File: src/hdl/rect_alpha_overlay_assert.svh
// ----------------------------------------------------------------------------
// rect_alpha_overlay_assert.svh
// Assertion macros for the rectangle overlay block. Define ASSERT_OFF to drop
// every check.
// ----------------------------------------------------------------------------
`ifndef RECT_ALPHA_OVERLAY_ASSERT_SVH
`define RECT_ALPHA_OVERLAY_ASSERT_SVH

`ifndef ASSERT_OFF

// checked on every clock edge outside reset
`define RAO_ASSERT_SYNC(label, clk, rst, prop, msg) \
   label: assert property (@(posedge clk) disable iff (rst) prop) else $error(msg);

// checked on every clock edge, reset included
`define RAO_ASSERT_ALWAYS(label, clk, prop, msg) \
   label: assert property (@(posedge clk) prop) else $error(msg);

`else

`define RAO_ASSERT_SYNC(label, clk, rst, prop, msg)
`define RAO_ASSERT_ALWAYS(label, clk, prop, msg)

`endif

`endif

File: src/hdl/rao_pkg.sv
// ----------------------------------------------------------------------------
// rao_pkg
// Shared widths, register map, reset values and types of the overlay block.
// ----------------------------------------------------------------------------
package rao_pkg;

   localparam int DEF_MAX_WIDTH  = 4096;
   localparam int DEF_MAX_HEIGHT = 4096;

   localparam int CFG_W      = 13;
   localparam int WEIGHT_W   = 9;
   localparam int CH_W       = 8;
   localparam int NUM_LANES  = 3;
   localparam int COLOR_W    = NUM_LANES * CH_W;
   localparam int CSR_IDX_W  = 3;
   localparam int CSR_DATA_W = 24;
   localparam int PROD_W     = CH_W + WEIGHT_W;

   localparam logic [WEIGHT_W-1:0] WEIGHT_FULL = 9'd256;
   localparam logic [PROD_W-1:0]   ROUND_HALF  = 17'd128;

   // register map
   localparam logic [CSR_IDX_W-1:0] REG_FRAME_WIDTH   = 3'd0;
   localparam logic [CSR_IDX_W-1:0] REG_FRAME_HEIGHT  = 3'd1;
   localparam logic [CSR_IDX_W-1:0] REG_RECT_LEFT     = 3'd2;
   localparam logic [CSR_IDX_W-1:0] REG_RECT_TOP      = 3'd3;
   localparam logic [CSR_IDX_W-1:0] REG_RECT_RIGHT    = 3'd4;
   localparam logic [CSR_IDX_W-1:0] REG_RECT_BOTTOM   = 3'd5;
   localparam logic [CSR_IDX_W-1:0] REG_BLEND_WEIGHT  = 3'd6;
   localparam logic [CSR_IDX_W-1:0] REG_OVERLAY_COLOR = 3'd7;

   // reset values
   localparam logic [CFG_W-1:0]    RST_FRAME_WIDTH   = 13'd1920;
   localparam logic [CFG_W-1:0]    RST_FRAME_HEIGHT  = 13'd1080;
   localparam logic [CFG_W-1:0]    RST_RECT_LEFT     = 13'd640;
   localparam logic [CFG_W-1:0]    RST_RECT_TOP      = 13'd420;
   localparam logic [CFG_W-1:0]    RST_RECT_RIGHT    = 13'd1280;
   localparam logic [CFG_W-1:0]    RST_RECT_BOTTOM   = 13'd660;
   localparam logic [WEIGHT_W-1:0] RST_BLEND_WEIGHT  = 9'd192;
   localparam logic [COLOR_W-1:0]  RST_OVERLAY_COLOR = 24'h32001E;

   typedef struct packed {
      logic [CFG_W-1:0] frame_width;
      logic [CFG_W-1:0] frame_height;
      logic [CFG_W-1:0] rect_left;
      logic [CFG_W-1:0] rect_top;
      logic [CFG_W-1:0] rect_right;
      logic [CFG_W-1:0] rect_bottom;
   } geom_type;

   typedef struct packed {
      logic in_rect;
      logic frame_end;
   } flags_type;

   typedef logic [NUM_LANES-1:0][CH_W-1:0] pixel_type;

endpackage

File: src/hdl/rao_position.sv
// ----------------------------------------------------------------------------
// rao_position
// Column/row counters and rectangle test for the item on the input port.
// ----------------------------------------------------------------------------
module rao_position #(
   parameter int MAX_WIDTH  = rao_pkg::DEF_MAX_WIDTH,
   parameter int MAX_HEIGHT = rao_pkg::DEF_MAX_HEIGHT
) (
   input  logic                clock,
   input  logic                reset,
   input  logic                advance,
   input  logic                frame_start,
   input  rao_pkg::geom_type   geom,
   output rao_pkg::flags_type  flags
);

   localparam int CW   = (MAX_WIDTH  > 1) ? $clog2(MAX_WIDTH)  : 1;
   localparam int RW   = (MAX_HEIGHT > 1) ? $clog2(MAX_HEIGHT) : 1;
   localparam int CMPW = ((CW > rao_pkg::CFG_W) ? CW : rao_pkg::CFG_W) + 1;
   localparam int CMPH = ((RW > rao_pkg::CFG_W) ? RW : rao_pkg::CFG_W) + 1;

   logic [CW-1:0]   col_ff, col_in, col_cur;
   logic [RW-1:0]   row_ff, row_in, row_cur;
   logic [CMPW-1:0] w_eff, col_x, fw_x;
   logic [CMPH-1:0] h_eff, row_x, fh_x;
   logic            last_col, last_row, in_x, in_y;

   always_comb begin
      // clamp frame size to 1..MAX
      fw_x = CMPW'(geom.frame_width);
      fh_x = CMPH'(geom.frame_height);
      if (fw_x == '0) begin
         w_eff = CMPW'(1);
      end else if (fw_x > CMPW'(MAX_WIDTH)) begin
         w_eff = CMPW'(MAX_WIDTH);
      end else begin
         w_eff = fw_x;
      end
      if (fh_x == '0) begin
         h_eff = CMPH'(1);
      end else if (fh_x > CMPH'(MAX_HEIGHT)) begin
         h_eff = CMPH'(MAX_HEIGHT);
      end else begin
         h_eff = fh_x;
      end

      col_cur = frame_start ? '0 : col_ff;
      row_cur = frame_start ? '0 : row_ff;
      col_x   = CMPW'(col_cur);
      row_x   = CMPH'(row_cur);

      last_col = (col_x + CMPW'(1)) >= w_eff;
      last_row = (row_x + CMPH'(1)) >= h_eff;

      in_x = (col_x >= CMPW'(geom.rect_left)) && (col_x < CMPW'(geom.rect_right));
      in_y = (row_x >= CMPH'(geom.rect_top))  && (row_x < CMPH'(geom.rect_bottom));

      flags.in_rect   = in_x && in_y;
      flags.frame_end = last_col && last_row;

      if (last_col) begin
         col_in = '0;
         row_in = last_row ? '0 : row_cur + RW'(1);
      end else begin
         col_in = col_cur + CW'(1);
         row_in = row_cur;
      end
   end

   always_ff @(posedge clock) begin
      if (reset) begin
         col_ff <= '0;
         row_ff <= '0;
      end else if (advance) begin
         col_ff <= col_in;
         row_ff <= row_in;
      end
   end

endmodule

File: src/hdl/rao_lane.sv
// ----------------------------------------------------------------------------
// rao_lane
// One channel of the blend: (src*(256-a) + color*a + 128) >> 8.
// ----------------------------------------------------------------------------
module rao_lane (
   input  logic [rao_pkg::CH_W-1:0]     src,
   input  logic [rao_pkg::CH_W-1:0]     color,
   input  logic [rao_pkg::WEIGHT_W-1:0] weight,
   output logic [rao_pkg::CH_W-1:0]     blended
);

   logic [rao_pkg::WEIGHT_W-1:0] inv_weight;
   logic [rao_pkg::PROD_W-1:0]   prod_src, prod_col, sum;

   always_comb begin
      inv_weight = rao_pkg::WEIGHT_FULL - weight;
      prod_src   = rao_pkg::PROD_W'(src)   * rao_pkg::PROD_W'(inv_weight);
      prod_col   = rao_pkg::PROD_W'(color) * rao_pkg::PROD_W'(weight);
      sum        = prod_src + prod_col + rao_pkg::ROUND_HALF;
      // sum stays below 2^16, so the top bit is never set
      blended    = sum[rao_pkg::CH_W +: rao_pkg::CH_W];
   end

endmodule

File: src/hdl/rao_merge.sv
// ----------------------------------------------------------------------------
// rao_merge
// Picks blended or source channels per item and holds the result register.
// ----------------------------------------------------------------------------
module rao_merge (
   input  logic                      clock,
   input  logic                      reset,
   input  logic                      in_valid,
   output logic                      in_ready,
   input  rao_pkg::pixel_type        src,
   input  rao_pkg::pixel_type        blended,
   input  rao_pkg::flags_type        flags,
   output logic                      rsp_valid,
   input  logic                      rsp_stall,
   output logic [rao_pkg::CH_W-1:0]  rsp_result_ch0,
   output logic [rao_pkg::CH_W-1:0]  rsp_result_ch1,
   output logic [rao_pkg::CH_W-1:0]  rsp_result_ch2,
   output logic                      rsp_inside_rect,
   output logic                      rsp_frame_end
);

   logic               out_valid_ff;
   rao_pkg::pixel_type out_pix_ff, out_pix_in;
   rao_pkg::flags_type out_flags_ff;

   assign in_ready   = !out_valid_ff || !rsp_stall;
   assign out_pix_in = flags.in_rect ? blended : src;

   always_ff @(posedge clock) begin
      if (reset) begin
         out_valid_ff <= 1'b0;
      end else if (in_ready) begin
         out_valid_ff <= in_valid;
      end
      if (in_ready && in_valid) begin
         out_pix_ff   <= out_pix_in;
         out_flags_ff <= flags;
      end
   end

   assign rsp_valid       = out_valid_ff;
   assign rsp_result_ch0  = out_pix_ff[0];
   assign rsp_result_ch1  = out_pix_ff[1];
   assign rsp_result_ch2  = out_pix_ff[2];
   assign rsp_inside_rect = out_flags_ff.in_rect;
   assign rsp_frame_end   = out_flags_ff.frame_end;

endmodule

File: src/hdl/rect_alpha_overlay.sv
// ----------------------------------------------------------------------------
// rect_alpha_overlay
// Alpha-blends a configured colour into a rectangle of a raster pixel stream.
//  - req_*: one pixel item per cycle, raster order, while req_stall is low;
//    req_frame_start zeroes the column/row counters for its own item.
//  - rsp_*: one result item per input item, same order: channels, inside
//    flag, and frame_end on the last column of the last row.
//  - csr_*: write-only register port, taken on any edge with csr_we high;
//    write only while no item is in flight.
//  - Items pass stage 1, then the result register; throughput one item per
//    cycle unless stalled, two-stage pipe (position stage, lanes + result reg).
//  - rsp_stall holds the result register; stage 1 still takes one more item
//    if it is empty, and once it is full req_stall follows rsp_stall in the
//    same cycle.
//  - Synchronous reset empties the pipe, zeroes counters and loads the
//    register defaults (1920x1080, rect 640..1280 x 420..660, weight 192).
// ----------------------------------------------------------------------------
`include "rect_alpha_overlay_assert.svh"

module rect_alpha_overlay #(
   parameter int MAX_WIDTH  = rao_pkg::DEF_MAX_WIDTH,
   parameter int MAX_HEIGHT = rao_pkg::DEF_MAX_HEIGHT
) (
   input  logic                             clock,
   input  logic                             reset,
   // input items
   input  logic                             req_valid,
   output logic                             req_stall,
   input  logic [rao_pkg::CH_W-1:0]         req_pixel_ch0,
   input  logic [rao_pkg::CH_W-1:0]         req_pixel_ch1,
   input  logic [rao_pkg::CH_W-1:0]         req_pixel_ch2,
   input  logic                             req_frame_start,
   // result items
   output logic                             rsp_valid,
   input  logic                             rsp_stall,
   output logic [rao_pkg::CH_W-1:0]         rsp_result_ch0,
   output logic [rao_pkg::CH_W-1:0]         rsp_result_ch1,
   output logic [rao_pkg::CH_W-1:0]         rsp_result_ch2,
   output logic                             rsp_inside_rect,
   output logic                             rsp_frame_end,
   // register writes
   input  logic                             csr_we,
   input  logic [rao_pkg::CSR_IDX_W-1:0]    csr_index,
   input  logic [rao_pkg::CSR_DATA_W-1:0]   csr_wdata
);

   // ---------------- configuration registers ----------------
   rao_pkg::geom_type                geom_ff;
   logic [rao_pkg::WEIGHT_W-1:0]     weight_ff;
   logic [rao_pkg::COLOR_W-1:0]      color_ff;
   logic [rao_pkg::WEIGHT_W-1:0]     weight_eff;

   always_ff @(posedge clock) begin
      if (reset) begin
         geom_ff.frame_width  <= rao_pkg::RST_FRAME_WIDTH;
         geom_ff.frame_height <= rao_pkg::RST_FRAME_HEIGHT;
         geom_ff.rect_left    <= rao_pkg::RST_RECT_LEFT;
         geom_ff.rect_top     <= rao_pkg::RST_RECT_TOP;
         geom_ff.rect_right   <= rao_pkg::RST_RECT_RIGHT;
         geom_ff.rect_bottom  <= rao_pkg::RST_RECT_BOTTOM;
         weight_ff            <= rao_pkg::RST_BLEND_WEIGHT;
         color_ff             <= rao_pkg::RST_OVERLAY_COLOR;
      end else if (csr_we) begin
         case (csr_index)
            rao_pkg::REG_FRAME_WIDTH: begin
               geom_ff.frame_width <= csr_wdata[rao_pkg::CFG_W-1:0];
            end
            rao_pkg::REG_FRAME_HEIGHT: begin
               geom_ff.frame_height <= csr_wdata[rao_pkg::CFG_W-1:0];
            end
            rao_pkg::REG_RECT_LEFT: begin
               geom_ff.rect_left <= csr_wdata[rao_pkg::CFG_W-1:0];
            end
            rao_pkg::REG_RECT_TOP: begin
               geom_ff.rect_top <= csr_wdata[rao_pkg::CFG_W-1:0];
            end
            rao_pkg::REG_RECT_RIGHT: begin
               geom_ff.rect_right <= csr_wdata[rao_pkg::CFG_W-1:0];
            end
            rao_pkg::REG_RECT_BOTTOM: begin
               geom_ff.rect_bottom <= csr_wdata[rao_pkg::CFG_W-1:0];
            end
            rao_pkg::REG_BLEND_WEIGHT: begin
               weight_ff <= csr_wdata[rao_pkg::WEIGHT_W-1:0];
            end
            rao_pkg::REG_OVERLAY_COLOR: begin
               color_ff <= csr_wdata[rao_pkg::COLOR_W-1:0];
            end
            default: begin
            end
         endcase
      end
   end

   // weight above full scale saturates to full overlay colour
   assign weight_eff = (weight_ff > rao_pkg::WEIGHT_FULL) ? rao_pkg::WEIGHT_FULL : weight_ff;

   // ---------------- handshake ----------------
   logic s1_valid_ff;
   logic merge_ready;
   logic s1_ready;
   logic req_take;

   assign s1_ready  = !s1_valid_ff || merge_ready;
   assign req_stall = !s1_ready;
   assign req_take  = req_valid && s1_ready;

   // ---------------- stage 1: position ----------------
   rao_pkg::flags_type pos_flags;
   rao_pkg::flags_type s1_flags_ff;
   rao_pkg::pixel_type s1_src_ff;

   rao_position #(
      .MAX_WIDTH  (MAX_WIDTH),
      .MAX_HEIGHT (MAX_HEIGHT)
   ) u_position (
      .clock       (clock),
      .reset       (reset),
      .advance     (req_take),
      .frame_start (req_frame_start),
      .geom        (geom_ff),
      .flags       (pos_flags)
   );

   always_ff @(posedge clock) begin
      if (reset) begin
         s1_valid_ff <= 1'b0;
      end else if (s1_ready) begin
         s1_valid_ff <= req_valid;
      end
      if (req_take) begin
         s1_src_ff   <= {req_pixel_ch2, req_pixel_ch1, req_pixel_ch0};
         s1_flags_ff <= pos_flags;
      end
   end

   // ---------------- stage 2: blend lanes ----------------
   rao_pkg::pixel_type lane_out;

   for (genvar g = 0; g < rao_pkg::NUM_LANES; g++) begin : g_lane
      rao_lane u_lane (
         .src     (s1_src_ff[g]),
         .color   (color_ff[g*rao_pkg::CH_W +: rao_pkg::CH_W]),
         .weight  (weight_eff),
         .blended (lane_out[g])
      );
   end

   // ---------------- merge + result register ----------------
   rao_merge u_merge (
      .clock           (clock),
      .reset           (reset),
      .in_valid        (s1_valid_ff),
      .in_ready        (merge_ready),
      .src             (s1_src_ff),
      .blended         (lane_out),
      .flags           (s1_flags_ff),
      .rsp_valid       (rsp_valid),
      .rsp_stall       (rsp_stall),
      .rsp_result_ch0  (rsp_result_ch0),
      .rsp_result_ch1  (rsp_result_ch1),
      .rsp_result_ch2  (rsp_result_ch2),
      .rsp_inside_rect (rsp_inside_rect),
      .rsp_frame_end   (rsp_frame_end)
   );

   // ---------------- assertions ----------------
   // an accepted item is always held in stage 1 on the next cycle
   `RAO_ASSERT_SYNC(a_take_lands, clock, reset, req_take |=> s1_valid_ff, "accepted item lost in stage 1")
   // a delivered result with nothing behind it leaves the output empty
   `RAO_ASSERT_SYNC(a_drain, clock, reset, (rsp_valid && !rsp_stall && !s1_valid_ff) |=> !rsp_valid, "result repeated")
   // zero weight reproduces the source channel exactly
   `RAO_ASSERT_SYNC(a_zero_weight, clock, reset, (s1_valid_ff && weight_eff == '0) |-> (lane_out[0] == s1_src_ff[0]), "zero weight")
   // the pipe is empty after reset
   `RAO_ASSERT_ALWAYS(a_reset_empty, clock, reset |=> !rsp_valid, "result valid after reset")

endmodule

File: config.mk
export PLATFORM = sky130hd
export DESIGN_NAME = rect_alpha_overlay
export DESIGN_NICKNAME = d
export VERILOG_FILES = /design/src/hdl/rao_pkg.sv /design/src/hdl/rao_position.sv /design/src/hdl/rao_lane.sv /design/src/hdl/rao_merge.sv /design/src/hdl/rect_alpha_overlay.sv
export VERILOG_INCLUDE_DIRS = /design/src /design/src/hdl
export SDC_FILE = /design/constraint.sdc
export NUM_CORES = 1
export LEC_CHECK = 0
export ABC_AREA = 1
export BUFFER_PORTS_ARGS = -buffer_cell sky130_fd_sc_hd__clkbuf_2
export CAP_MARGIN = 10
export CORE_ASPECT_RATIO = 1.4
export CORE_UTILIZATION = 30
export DETAILED_ROUTE_END_ITERATION = 12
export MAX_ROUTING_LAYER = met4
export SLEW_MARGIN = 30
export SYNTH_ARGS = -nofsm -noshare
export SYNTH_HDL_FRONTEND = slang
export SYNTH_SLANG_ARGS = --single-unit
export TNS_END_PERCENT = 50
File: constraint.sdc
create_clock -name clock -period 18 [get_ports clock]
set_input_delay 5.4 -clock clock [delete_from_list [all_inputs] [get_ports clock]]
set_output_delay 5.4 -clock clock [all_outputs]
set_load 0.1 [all_outputs]
---- Word level (Yosys, flattened, before mapping) ----
Index checks and enable logic that the tools add are counted.
storage, ports and cells
  register bits ........................... 189
  input port bits ......................... 57
  word-level logic and storage cells ...... 89
  output and inout port bits .............. 28
operators by class
  $mul .................................... 6
  reduce and logical (&&, ||, !) cells .... 23
  magnitude comparators ................... 9
  $add $sub $neg .......................... 11
  equality and inequality tests ........... 7
  muxes and demuxes ....................... 11
operator list
  operator                                        count
  multiplier 8 x 9 -> 16 bit                      6
  2-to-1 mux 12 bit                               5
  adder 16 bit                                    3
  adder 16 x 8 -> 16 bit (second input constant)  3
  >= comparator 14 bit                            2
  2-to-1 mux 14 bit                               2
  adder 12 x 1 -> 13 bit (second input constant)  2
  >= comparator 12 x 13 -> 1 bit                  2
  > comparator 13 bit (second input constant)     2
  logical NOT 13 bit                              2
  < comparator 12 x 13 -> 1 bit                   2
  2-to-1 mux 13 bit                               2
  adder 12 x 1 -> 12 bit (second input constant)  2
  2-to-1 mux 24 bit                               1
  AND reduction 2 bit                             8
  == test 3 bit (second input constant)           4
  > comparator 9 bit (second input constant)      1
  2-to-1 mux 9 bit                                1
  subtractor 9 bit (first input constant)         1
  == test 3 x 2 -> 1 bit (second input constant)  2
  logical AND 1 bit                               6
  logical NOT 1 bit                               4
  == test 3 x 1 -> 1 bit (second input constant)  1
  logical NOT 3 bit                               1
  logical OR 1 bit                                2

---- Depth between registers and ports, before layout ----
  word-level depth ........................ 7
  gate-level depth with buffers ........... 37
  mapped depth without buffers ............ 35

---- Modules after synthesis ----
From an unflattened synthesis, not the netlist that was laid out.
second synthesis, totals
  cell total of the unflattened synthesis .. 3416
  area total of the unflattened synthesis .. 25125.3 sq um
by module, submodules not included
  module                            cells an instance  area each (sq um)  seq. area each (sq um)  times used
  rao_lane at g_lane[0].u_lane ...  702                5102.4             0.0                     2
  rao_lane at g_lane[2].u_lane      706                5087.4             0.0                     1
  rect_alpha_overlay                595                4919.7             3022.9                  1
  rao_position                      603                3729.8             480.5                   1
  rao_merge                         108                1183.6             800.8                   1

---- Worst setup path before layout ----
No wires, ideal clock.
  kind .................................... input to output
  start point ............................. input port rsp_stall
  end point ............................... output port req_stall
  data required time ...................... 12.600 ns
  data arrival time ....................... 6.785 ns
  stages .................................. 2
  slack ................................... 5.815 ns
  buffers on the path ..................... 0
  path through ............................ nand2_1 -> nor2_1
between the ends
  cells in the longest elaborated chain, start to end .. 4
RTL lines
  element             RTL line                   text
  start: declaration  rect_alpha_overlay.sv:35   input logic rsp_stall,
  logical NOT 1 bit   rao_merge.sv:26            assign in_ready = !out_valid_ff || !rsp_stall;
  logical OR 1 bit    rao_merge.sv:26
  logical OR 1 bit    rect_alpha_overlay.sv:104  assign s1_ready = !s1_valid_ff || merge_ready;
  logical NOT 1 bit   rect_alpha_overlay.sv:105  assign req_stall = !s1_ready;
  end: declaration    rect_alpha_overlay.sv:28   output logic req_stall,
Every way passes these cells.

---- Worst setup path after layout ----
Same ends and word-level chain as after synthesis.

==> summary.md <==
| Metric | Value |
|---|---|
| Outcome | finished clean |
| Synthesized net count | about 3.7k |
| Core outline area | 0.0780 mm2 |
| Count of buffers from port buffering | 84 |
| Total clock buffers created by CTS | 17 |
| Transition at the pin with the smallest max-transition slack | slightly below 0.9 ns |
| Count of flip-flops with a built-in enable after synthesis | 52 |
| Routed wirelength normalized by instance count | approximately 17 um |
| Worst ir drop on vdd | 0.0946 mV |
| Number of unique standard cell types used by synthesis | 42 |
| Crit-path cells | clkbuf_2 > nand2_1 > nor2_1 > clkbuf_2 |
| Highest-delay cell along the critical path | sky130_fd_sc_hd__clkbuf_2 |
| Most frequent cell on the critical path | sky130_fd_sc_hd__clkbuf_2 |
| Antenna-violating nets left | 0 |
| Share of synthesized area spent on multiplexers | 0 |
| Main synth FF type | sky130_fd_sc_hd__dfxtp_1 |
| Io pins | 85 |
| Time the worst path needs with I/O delays and setup | about 12 ns |
| Crit-path leading delay family | buffers and inverters |
| Warning count from the yosys run | 0 |
| Post-synthesis simple-gate area fraction | 0.193 |
| Synth Cell Area | approximately 0.024 mm2 |
| Per-cell via count in the routed design | roughly 4.7 |
| Vias in the first global route | approximately 20k |
| Total of endpoints with negative setup slack in the final report | 0 |
| Gr usage total | 0.185 |
| Total number of vias | 19.5k |
| Area added between synthesis and finish | 9.00% |
| Clock Pin Slew Worst Setup and Hold Paths | around 0.080 ns |
| Worst hold path class | reg -> reg |
| Static Leak | about 14 nW |
| Comb pwr share | 0.645 |
| Number of filler cells placed in the layout | 8311 |
| Syn_area_per_cell | 7.78 um2 |
| Data arrival time of the worst path | roughly 6.2 ns |
| Critical path required time | ~13 ns |
| Startpoint-to-endpoint class of the critical path | in -> out |
| Number of instances in the synthesized netlist | roughly 3.0k |
| CTS tree | built |
| Final layout net count | about 3.7k |
| First-pass iteration count of the detailed router | 6 |
| Power density over the cells | approximately 98 mW/mm2 |
| Maximum clock frequency | around 86 MHz |
| Synthesized-area fraction occupied by ao, oa, aoi and oai cells | 0.0781 |
| Last weighted congestion value of the routability-driven placer | about 0.90 |
| Delay contributed by the slowest stage of the critical path | about 0.48 ns |
| Maximum number of pins on one net before global-route repair | approximately 110 |
| Internal Power | between 1 and 1.5 mW |
| CP endpoint kind | output port |
| Clk Latency, worst-skew pair | ~0.5 ns |
| Setup Skew | between 0.015 and 0.02 ns |
| Clock Power Share | 0.161 |
| Initial antenna violation count | 5 |
| Flops & latches, synth | about 190 |
| Detailed Route WL | around 69000 um |
| Global-route wire length before repair | about 110000 um |
| Number of standard-cell rows in the floorplan | 121 |
| Remaining global-route overflow | 0 |
| Fraction of the core area covered by cells at the end of the flow | 0.331 |
| Count of pins over their slew limit | 0 |
| Post-CTS Setup Bufs | 0 |
| Parity-gate share of the synthesized area counting xor and xnor cells | 0.00925 |
| Starting DRC count in detailed routing | roughly 1.2k |
| Fraction of power spent switching nets | 0.510 |
| Seq/Total Area, Yosys | 0.182 |
| Detail Placement HPWL | 53600 um |
| Category of the worst setup path launch point | input port |
| Setup repair after global routing missed its margin | no |
| Die Span Y | 334 um |
| Maximum clock path buffer count | 2 |
| Max-cap viol count | 0 |
| Crit-path max FO | 2 |
| Fraction of registers with async set or reset after synthesis | 0 |
| Worst rel slew slack | 0.410 |
| Number of cells upsized or downsized after cts | 0 |
| Post-route clock period utilization | 0.644 |
| CTS hold repair buffers | 0 |
| CTS H-tree lvls | 4 |
| Fraction of layout cells with a size suffix above 1 | 0.0552 |
| Die Footprint | approximately 0.08 mm2 |
| Drt drc | 0 |
| Clk sinks | approximately 190 |
| Fin. Hold Viols | 0 |
| Number of buffer and inverter instances along the worst setup path | 2 |
| Reg power frac | 0.195 |
| Sum Neg Setup Slack | 0 ns |
| Initial Util | 0.304 |
| Net switching power | roughly 1.3 mW |
| Die width | 239 um |
| Root Driver | sky130_fd_sc_hd__clkbuf_16 |
| Combinational family with the most area after synthesis | adder cells |
| Fraction of the mapped netlist area in adder cells | 0.408 |
-- worst reg2reg max path: stages, from the launching register on --
cell and delay, ns:
sky130_fd_sc_hd__dfxtp_1 0.38, sky130_fd_sc_hd__buf_4 0.39, sky130_fd_sc_hd__inv_6 0.11, sky130_fd_sc_hd__nand2_2 0.43, sky130_fd_sc_hd__ha_1 0.27, sky130_fd_sc_hd__nand2_1 0.10
sky130_fd_sc_hd__nor3_1 0.24, sky130_fd_sc_hd__nand2_1 0.09, sky130_fd_sc_hd__nand2_2 0.45, sky130_fd_sc_hd__clkinv_1 0.60, sky130_fd_sc_hd__nand2_1 0.24, sky130_fd_sc_hd__fa_1 0.46
sky130_fd_sc_hd__fa_1 0.48, sky130_fd_sc_hd__fa_1 0.52, sky130_fd_sc_hd__inv_1 0.05, sky130_fd_sc_hd__fa_1 0.50, sky130_fd_sc_hd__fa_1 0.55, sky130_fd_sc_hd__inv_1 0.06
sky130_fd_sc_hd__fa_1 0.54, sky130_fd_sc_hd__inv_1 0.05, sky130_fd_sc_hd__ha_1 0.37, sky130_fd_sc_hd__a21oi_1 0.21, sky130_fd_sc_hd__o21ai_0 0.13, sky130_fd_sc_hd__a21oi_1 0.15
sky130_fd_sc_hd__nand2_1 0.09, sky130_fd_sc_hd__xnor2_1 0.26, sky130_fd_sc_hd__o21ai_0 0.14
-- cell families (layout without fill, tap and decap cells) --
group | count (synthesis) | after routing
DFF | 189 | 189
and+or+nand+nor | 1106 | 1106
adders and majority gates | 582 | 582
other | 0 | 3
xor gates and xnor gates | 25 | 25
buffers and inverters | 794 | 852
AOI/OAI and AO/OA | 346 | 346
-- power groups by stage --
stage | clock [mW] | combinational [mW] | sequential (mW)
CTS | 0.421 | 1.65 | 0.493
global route | 0.435 | 1.88 | 0.495
finish | 0.406 | 1.63 | 0.492
floorplan | 0 | 1.13 | 0.575
detailed placement | 0 | 1.64 | 0.502
global placement | 0 | 1.61 | 0.502
-- per-stage QoR --
| step | setup slack, ns | power [mW] | hold WS [ns] | std cells | area, um2 |
|---|---|---|---|---|---|
| after CTS | 6.40 | 2.56 | 0.446 | 4145 | 25800 |
| after global routing | 6.35 | 2.81 | 0.459 | 4148 | 25800 |
| final | 6.40 | 2.53 | 0.436 | 4148 | 25800 |
| after global placement | 6.40 | 2.12 | 0.409 | 4113 | 25200 |
| after detailed placement | 6.40 | 2.14 | 0.407 | 4113 | 25200 |
| after floorplan | 5.82 | 1.71 | 0.400 | 3042 | 23700 |
-- state kept, by name (all words and copies together) (netlist names) --
signal and cells:
u_merge.rsp_frame_end 1, weight_ff 9, u_merge.rsp_inside_rect 1, u_merge.rsp_result_ch2 8
geom_ff 78, u_merge.rsp_valid 1, s1_flags_ff 2, u_merge.rsp_result_ch0 8
s1_valid_ff 1, u_position.col_ff 12, s1_src_ff 24, u_merge.rsp_result_ch1 8
color_ff 24, u_position.row_ff 12
-- placed cells by master (no fill, tap or decap), types with 10 or more instances in the layout --
master	count
sky130_fd_sc_hd__a21oi_1	153
sky130_fd_sc_hd__buf_4	15
sky130_fd_sc_hd__clkbuf_16	18
sky130_fd_sc_hd__clkbuf_2	84
sky130_fd_sc_hd__dfxtp_1	137
sky130_fd_sc_hd__edfxtp_1	52
sky130_fd_sc_hd__fa_1	318
sky130_fd_sc_hd__ha_1	264
sky130_fd_sc_hd__inv_1	706
sky130_fd_sc_hd__nand2_1	523
sky130_fd_sc_hd__nand3_1	103
sky130_fd_sc_hd__nand3b_1	11
sky130_fd_sc_hd__nand4_1	33
sky130_fd_sc_hd__nor2_1	374
sky130_fd_sc_hd__nor2_2	10
sky130_fd_sc_hd__nor3_1	20
sky130_fd_sc_hd__o211ai_1	14
sky130_fd_sc_hd__o21ai_0	139
sky130_fd_sc_hd__xor2_1	18
-- cell type report --
cell class                 count  area, um2  share of cell area
clock inverter                13        149             0.00577
tap                         1045       1310              0.0507
inverter                     720       2710               0.105
antenna                        3       7.51            0.000291
timing repair buffer         100        544              0.0211
clock buffer                  19        454              0.0176
sequential                   189       4300               0.167
multi-input combinational   2059      16300               0.633
-- metal layers --
layer | global-route usage | vias to the layer above | share of wire
li1 | - | 9412 | -
met1 | 0.206 | 9532 | 0.40
met2 | 0.328 | 452 | 0.52
met3 | 0.0269 | 124 | 0.045
met4 | 0.0745 | 0 | 0.040
met5 | - | - | 0
-- Yosys cell counts (2+ instances only) --
cell	n	area [um2]
sky130_fd_sc_hd__a21oi_1	154	771
sky130_fd_sc_hd__nand2_1	523	1960
sky130_fd_sc_hd__nor4_1	8	50.1
sky130_fd_sc_hd__inv_2	4	15.0
sky130_fd_sc_hd__nor3_1	20	100
sky130_fd_sc_hd__o21ai_0	139	696
sky130_fd_sc_hd__buf_2	11	55.1
sky130_fd_sc_hd__buf_4	2	15.0
sky130_fd_sc_hd__o31ai_1	5	37.5
sky130_fd_sc_hd__o211ai_1	14	105
sky130_fd_sc_hd__buf_6	6	67.6
sky130_fd_sc_hd__inv_1	708	2660
sky130_fd_sc_hd__a21o_1	7	52.6
sky130_fd_sc_hd__nand4_1	33	206
sky130_fd_sc_hd__nand3_1	103	515
sky130_fd_sc_hd__clkinv_1	7	26.3
sky130_fd_sc_hd__edfxtp_1	52	1560
sky130_fd_sc_hd__nor2_4	4	45.0
sky130_fd_sc_hd__ha_1	264	3300
sky130_fd_sc_hd__nand2_2	7	43.8
sky130_fd_sc_hd__nor2_2	10	62.6
sky130_fd_sc_hd__dfxtp_1	137	2740
sky130_fd_sc_hd__a22oi_1	7	52.6
sky130_fd_sc_hd__nand3b_1	11	82.6
sky130_fd_sc_hd__o21bai_1	7	52.6
sky130_fd_sc_hd__o21ai_1	4	20.0
sky130_fd_sc_hd__or2_2	6	37.5
sky130_fd_sc_hd__a211oi_1	4	30.0
sky130_fd_sc_hd__nor2_1	374	1400
sky130_fd_sc_hd__nand2_4	2	22.5
sky130_fd_sc_hd__fa_1	318	6370
sky130_fd_sc_hd__buf_1	5	18.8
sky130_fd_sc_hd__nand3_2	3	30.0
sky130_fd_sc_hd__xnor2_1	7	61.3
sky130_fd_sc_hd__a31oi_1	3	18.8
sky130_fd_sc_hd__clkbuf_1	50	188
sky130_fd_sc_hd__xor2_1	18	158
-- final timing paths --
| check | depth (start not counted) | start | slack, ns | to |
|---|---|---|---|---|
| min reg2reg | 0 | s1_flags_ff[0] | 0.44 | u_merge.rsp_frame_end |
| max reg2reg | 26 | weight_ff[8] | 9.86 | u_merge.rsp_result_ch0[3] |
| min | 0 | s1_flags_ff[0] | 0.44 | u_merge.rsp_frame_end |
| max | 4 | rsp_stall | 6.40 | req_stall |
No activity file was read; power rests on OpenSTA's default activity.
